==> src/design/pe_pkg.sv <==
// shared types, constants and helpers for the polynomial evaluator
package pe_pkg;

  localparam int MAX_DEGREE = 15;
  localparam int WIDTH      = 32;
  localparam int DEPTH      = MAX_DEGREE + 1;
  localparam int IDX_W      = (DEPTH > 1) ? $clog2(DEPTH) : 1;
  localparam int CMP_W      = 8;
  localparam int DEG_W      = 5;
  localparam int FIELD_W    = 32;
  localparam int COEF_IDX_W = 4;
  localparam int IN_DATA_W  = 72;

  typedef enum logic [0:0] {
    OP_LOAD = 1'b0,
    OP_EVAL = 1'b1
  } opcode_t;

  typedef struct packed {
    opcode_t                 op;
    logic [COEF_IDX_W-1:0]   idx;
    logic [WIDTH-1:0]        coef;
    logic [WIDTH-1:0]        x;
    logic [WIDTH-1:0]        acc;
  } item_t;

  function automatic logic [WIDTH-1:0] to_width(input logic [FIELD_W-1:0] v);
    logic [63:0] e;
    e = {{(64 - FIELD_W){v[FIELD_W-1]}}, v};
    return e[WIDTH-1:0];
  endfunction

  function automatic logic [FIELD_W-1:0] from_width(input logic [WIDTH-1:0] a);
    logic [63:0] e;
    e = 64'($signed(a));
    return e[FIELD_W-1:0];
  endfunction

endpackage

==> src/design/pe_stage.sv <==
// one horner step: coefficient register, multiply by x and add
module pe_stage (
  input  logic                     clk,
  input  logic                     rst,
  input  logic                     advance,
  input  logic [pe_pkg::IDX_W-1:0] stage_index,
  input  logic [pe_pkg::DEG_W-1:0] poly_degree,
  input  logic                     in_valid,
  input  pe_pkg::item_t            in_item,
  output logic                     out_valid,
  output pe_pkg::item_t            out_item
);

  logic [pe_pkg::WIDTH-1:0] coef;
  logic [pe_pkg::WIDTH-1:0] term;
  logic [pe_pkg::WIDTH-1:0] product;
  logic                     in_use;
  logic                     load_hit;
  pe_pkg::item_t            item_next;

  assign load_hit = in_valid && (in_item.op == pe_pkg::OP_LOAD) &&
                    (pe_pkg::CMP_W'(in_item.idx) == pe_pkg::CMP_W'(stage_index));

  // negative degree means zero polynomial
  assign in_use = !poly_degree[pe_pkg::DEG_W-1] &&
                  (pe_pkg::CMP_W'(stage_index) <=
                   pe_pkg::CMP_W'(poly_degree[pe_pkg::DEG_W-2:0]));

  assign term    = in_use ? coef : '0;
  assign product = in_item.acc * in_item.x;

  always_comb begin
    item_next     = in_item;
    item_next.acc = product + term;
  end

  always_ff @(posedge clk) begin
    if (advance && load_hit) begin
      coef <= in_item.coef;
    end
  end

  always_ff @(posedge clk) begin
    if (rst) begin
      out_valid <= 1'b0;
    end else if (advance) begin
      out_valid <= in_valid;
    end
  end

  always_ff @(posedge clk) begin
    if (advance) begin
      out_item <= item_next;
    end
  end

endmodule
==> config.mk <==
export PLATFORM = sky130hd
export DESIGN_NAME = pe_stage
export DESIGN_NICKNAME = d
export VERILOG_FILES = /design/src/design/pe_pkg.sv /design/src/design/pe_stage.sv
export SDC_FILE = /design/constraint.sdc
export NUM_CORES = 1
export LEC_CHECK = 0
export BUFFER_PORTS_ARGS = -buffer_cell sky130_fd_sc_hd__buf_2
export CAP_MARGIN = 10
export CORE_MARGIN = 1
export CORE_UTILIZATION = 55
export CTS_BUF_LIST = sky130_fd_sc_hd__clkbuf_8
export DETAILED_ROUTE_END_ITERATION = 8
export PLACE_DENSITY = 0.76
export SLEW_MARGIN = 25
export SYNTH_ARGS = -nofsm -noshare
export SYNTH_HDL_FRONTEND = slang
export SYNTH_SLANG_ARGS = --single-unit
==> constraint.sdc <==
create_clock -name clk -period 17.61 [get_ports clk]
set_clock_uncertainty 0.15 [all_clocks]
set_input_delay 2.6415 -clock clk [delete_from_list [all_inputs] [get_ports clk]]
set_output_delay 2.6415 -clock clk [all_outputs]
set_load 0.01 [all_outputs]
==> impl_metrics.ini, run 1 <==
[clock_tree]
cts_hold_buf = 0
cts_tree = done
clkLatencyLatePin_ps = 550
cts.path.max_buffers = 2
clkSlewWorstSetupHoldPaths_ps = 90
cts.sinks = 134
cts_setup_buffers = 0
htreeDepth = 4
ctsResizeCount = 0
cts_root_buf = clkbuf_8
numCtsBuffers = 17

[global_routing]
grt_pass1_wl_um = 86130
grtUsageMet3_pct = 6.266
grt.busiest_layer = met2
grtUsageMet2_pct = 47.84
grt_pass1_vias = 16161
use_met1_pct = 39.15
grt_max_degree = 53
overflow = 0
grt_usage_pct = 29.48
grt_antenna_before_repair = 2

[route]
wirelength_um = 53990
wl_per_cell_um = 19.45
route.detailed.drc = 0
ant_nets = 0
vias = 14875
initialDrtViolationCount = 1102
via_per_inst = 5.358
drtPass1Iterations = 6

[sta]
worst_pin_slew_ps = 844.9
period_share_pct = 58.44
min_period_ps = 10290
slew_viol_final = 0
rsz0062_at_grt = no
setup_tns_ps = 0
fmax_ghz = 0.09717
setup_violations = 0
max-slew-margin-rel_pct = 43.68
finalHoldViolations = 0

[place]
gp_congestion = 0.8816
place_hpwl_um = 42390
placed_area_um2 = 22370
port_buffers = 215

[floorplanning]
ios = 216
chipWidth_um = 197.3
start_util_pct = 55.81
coreArea_um2 = 37580
die_height_um = 197.3
dieArea_um2 = 38920
row_count = 71

[setup_path]
crit_top_cell = fa_1
crit_fanout = 32
required_ps = 17740
slowest_stage = fa_1
cp.arrival_ps = 10430
setup.worst_path.class = input port to flip-flop
rr_startpoint = coef[25]
crit_path_end_kind = flip-flop
start_kind = input port
cp-startpoint = stage_index[1]
crit_path_max_incr_delay_ps = 540

[cells_and_area]
syn2layout_area_growth_pct = 8.699
num-fill-cells = 3080
layout_common_cells = inv_1, fa_1, nand2_1, buf_2, and2_1
multiInputGateArea_um2 = 14660
drive_gt1_share_pct = 11.84
finish.utilization_pct = 60.66
final_common_cell = inv_1
regArea_um2 = 4014
postLayoutCellArea_um2 = 22800
nNetsFinal = 2930

[synthesis]
syn_area_per_cell_um2 = 9.977
ys_ff_latch = 134
synth_top_area_share_pct = 41.81
synthCells = 2102
synth_seq_area_share_pct = 19.14
syn_nets = 2782
synth_area_um2 = 20970
yosysTopAreaCell = fa_1
yosys_warnings = 0
synth_area_leaders = fa_1, edfxtp_1, inv_1
synth_cell_types = 51

[hold_path]
hold_path_class = flip-flop to flip-flop
min_from = out_valid

[status]
status = finished clean

[flow_run]
timing.max_cap.violations = 0
==> sequential cells by signal, indices dropped and copies added (netlist names) <==
| signal | count |
|---|---|
| coef | 32 |
| out_valid | 1 |
| out_item | 101 |
==> per-stage QoR <==
stage	setup WS, ps	instances	hold slack (ps)
5_1_grt	6993	2775	387.8
2_1_floorplan	7421	2102	377.9
6_report	7319	2776	373.7
4_1_cts	7387	2774	365.6
3_5_place_dp	6777	2742	343.7
3_3_place_gp	6980	2742	325.3
==> final timing paths <==
| kind | end | slack (ps) | depth (start not counted) |
|---|---|---|---|
| worst max-delay path | out_item[28] | 7320 | 29 |
| worst min-delay path | out_valid | 370 | 2 |
| worst max register to register | out_item[28] | 10630 | 21 |
| worst min register to register | out_valid | 370 | 2 |
==> area by class of cell <==
type | instances | area share, %
Timing Repair Buffer | 222 | 4.962
Tap cell | 511 | 2.805
Antenna cell | 2 | 0.02196
Multi-Input combinational cell | 1362 | 64.29
Sequential cell | 134 | 17.61
Inverter | 513 | 8.447
Clock inverter | 15 | 0.8398
Clock buffer | 17 | 1.026
==> Yosys cell counts (all sizes together) <==
library cell  instances
o41ai                 1
edfxtp              133
nand3                 9
ha                  128
a31oi                 1
a211oi                4
dfxtp                 1
o21bai                1
o211ai                1
nor3b                 1
nor2b                 4
o311ai                1
nor3                  8
o21a                  6
xnor3                 1
a21o                  9
nor2                 16
a222oi                1
mux2i                 1
a2111oi               1
xor2                 18
nand2b                6
xnor2                71
a21boi                1
nor4b                 1
o21ai                19
and3                  5
a2bb2oi               2
nand2               388
nand4b                1
nand3b                2
inv                 513
a21oi                24
or2                   1
clkbuf               82
and2                186
nand4                 3
o31ai                 1
fa                  438
buf                  11
a31o                  1
==> critical path, delay by kind of cell <==
| kind | cells | cell delay, ps |
|---|---|---|
| xor gates and xnor gates | 1 | 80 |
| AOI/OAI and AO/OA | 6 | 1140 |
| and+or+nand+nor | 5 | 1010 |
| buffers and inverters | 7 | 760 |
| adders and majority gates | 10 | 4750 |
==> routing by layer <==
layer | routed length [um] | vias up
li1 | - | 6433
met1 | 21390 | 7593
met2 | 26020 | 755
met3 | 5080 | 92
met4 | 1499 | 2
met5 | 8 | -
==> logic make-up after synthesis <==
group,share of synthesized area [%]
XOR/XNOR,3.860
AND/OR/NAND/NOR,13.98
AO/OA/AOI/OAI,2.506
multiplexers,0.04773
flip-flops,19.14
buffers and inverters,11.02
adder cells (fa/ha/maj),49.45
Power of run 1 is left out: the tool's default activity adds up to more than one toggle a clock period on the data nets, which glitch-free logic cannot reach.
==> run 2: changes to the inputs <==
==> constraint.sdc (replaced) <==
create_clock -name clk -period 10.51 [get_ports clk]
set_clock_uncertainty 0.15 [all_clocks]
set_input_delay 1.5765 -clock clk [delete_from_list [all_inputs] [get_ports clk]]
set_output_delay 1.5765 -clock clk [all_outputs]
set_load 0.01 [all_outputs]
==> run 2 against run 1 <==
  * Hold slack got worse by 10 ps
  * Utilization barely moved
  * Die area unchanged
  * First-iteration DRC count decreased by 13%
  * Final area about the same
  * Non-clock buffer count unchanged
  * Critical path type unchanged
  * Largest cell class unchanged
==> impl_metrics.ini, run 2 (same netlist as run 1, synthesis figures left out) <==
[sta]
slew_viol_final = 0
max-slew-margin-rel_pct = 41.32
finalHoldViolations = 0
rsz0062_at_grt = no
setup_tns_ps = 0
fmax_ghz = 0.1070
period_share_pct = 88.92
setup_violations = 0
min_period_ps = 9345
worst_pin_slew_ps = 880.2

[clock_tree]
cts.path.max_buffers = 2
cts.sinks = 134
clkLatencyLatePin_ps = 530
htreeDepth = 4
cts_root_buf = clkbuf_8
numCtsBuffers = 17
cts_tree = done
cts_hold_buf = 0
cts_setup_buffers = 0
clkSlewWorstSetupHoldPaths_ps = 90
ctsResizeCount = 0

[floorplanning]
chipWidth_um = 197.3
die_height_um = 197.3
row_count = 71
ios = 216
start_util_pct = 55.81
dieArea_um2 = 38920
coreArea_um2 = 37580

[place]
place_hpwl_um = 43070
gp_congestion = 0.8801
port_buffers = 215

[route]
wirelength_um = 54330
initialDrtViolationCount = 961
ant_nets = 0
via_per_inst = 5.343
wl_per_cell_um = 19.58
drtPass1Iterations = 5
route.detailed.drc = 0
vias = 14822

[setup_path]
cp.arrival_ps = 9460
crit_fanout = 15
rrSetupSlack_ps = 3540
rr_startpoint = coef[18]
crit-reg2reg-capture = out_item[31]
crit_path_end_kind = flip-flop
r2r_cells = 24
crit_path_max_incr_delay_ps = 560
required_ps = 10630
slowest_stage = a21oi_2
start_kind = input port
crit_top_cell = fa_1
cp_num_cells = 31
critical-path-top-delay-family = adder cells
setup.worst_path.class = input port to flip-flop
path_buf_inv = 8

[cells_and_area]
largest_reg_flops = 101
top_regs = out_item (101), coef (32), out_valid (1)
final_common_cell = inv_1
num-fill-cells = 3091
nNetsFinal = 2930
regMostFlops = out_item
syn2layout_area_growth_pct = 8.651
drive_gt1_share_pct = 11.89
num_antenna_cells = 0
layout_common_cells = inv_1, fa_1, nand2_1, buf_2, and2_1

[global_routing]
grt_pass1_vias = 16249
grt_antenna_before_repair = 2
grt_max_degree = 53
grt_usage_pct = 29.76
overflow = 0
grt_pass1_wl_um = 86620

[hold_path]
hold_path_class = flip-flop to flip-flop
min_to = out_valid
holdPathStages = 2
min_from = out_valid

[status]
status = finished clean

[flow_run]
timing.max_cap.violations = 0
==> run 2: changes by cell type in the layout (fill, tap and decap cells not counted), sizes merged <==
cell / change
diode: -2
clkinv: +2
bufinv: -1
clkinvlp: -1
==> run 2: per-stage QoR <==
step           instance area [um2]  std cells  hold WS, ps  setup WS, ps  utilization [%]
5_1_grt                      22790       2774        383.2         833.2            60.64
3_3_place_gp                 22370       2742        322.3         707.1            59.52
3_5_place_dp                 22370       2742        344.8         561.6            59.52
6_report                     22790       2774        363.7          1165            60.64
4_1_cts                      22790       2774        365.9          1184            60.64
2_1_floorplan                20970       2102        377.9          1386                -
==> run 2: worst max-delay path by stage <==
stage	start	to	slack, ps
after CTS	stage_index[1]	out_item[31]	1180
after global placement	stage_index[1]	out_item[31]	710
after floorplan	poly_degree[1]	out_item[31]	1390
after detailed placement	stage_index[1]	out_item[31]	560
final	stage_index[1]	out_item[31]	1160
after global routing	stage_index[1]	out_item[31]	830
==> run 2: tightest hold or removal path, stage by stage (launching register included) <==
cell and delay [ps]:
dfxtp_1 340, mux2i_1 70, nor2_1 70
==> run 2: final cells by class <==
class,instances,area (um2),area share [%]
Timing Repair Buffer,222,1131,4.964
Multi-Input combinational cell,1362,14660,64.32
Sequential cell,134,4014,17.62
Clock buffer,17,234.0,1.027
Inverter,513,1926,8.451
Tap cell,511,639.4,2.806
Clock inverter,15,186.4,0.8182
==> run 2: metal layers <==
layer  part of all wire [%]  wire length (um)  global-route usage [%]
met5                  0.015                 8                       0
met4                    2.7              1448                   10.11
met3                    9.3              5066                   6.420
met2                     48             26120                   48.42
met1                     40             21680                   39.70
Power of run 2 is left out for the same reason.
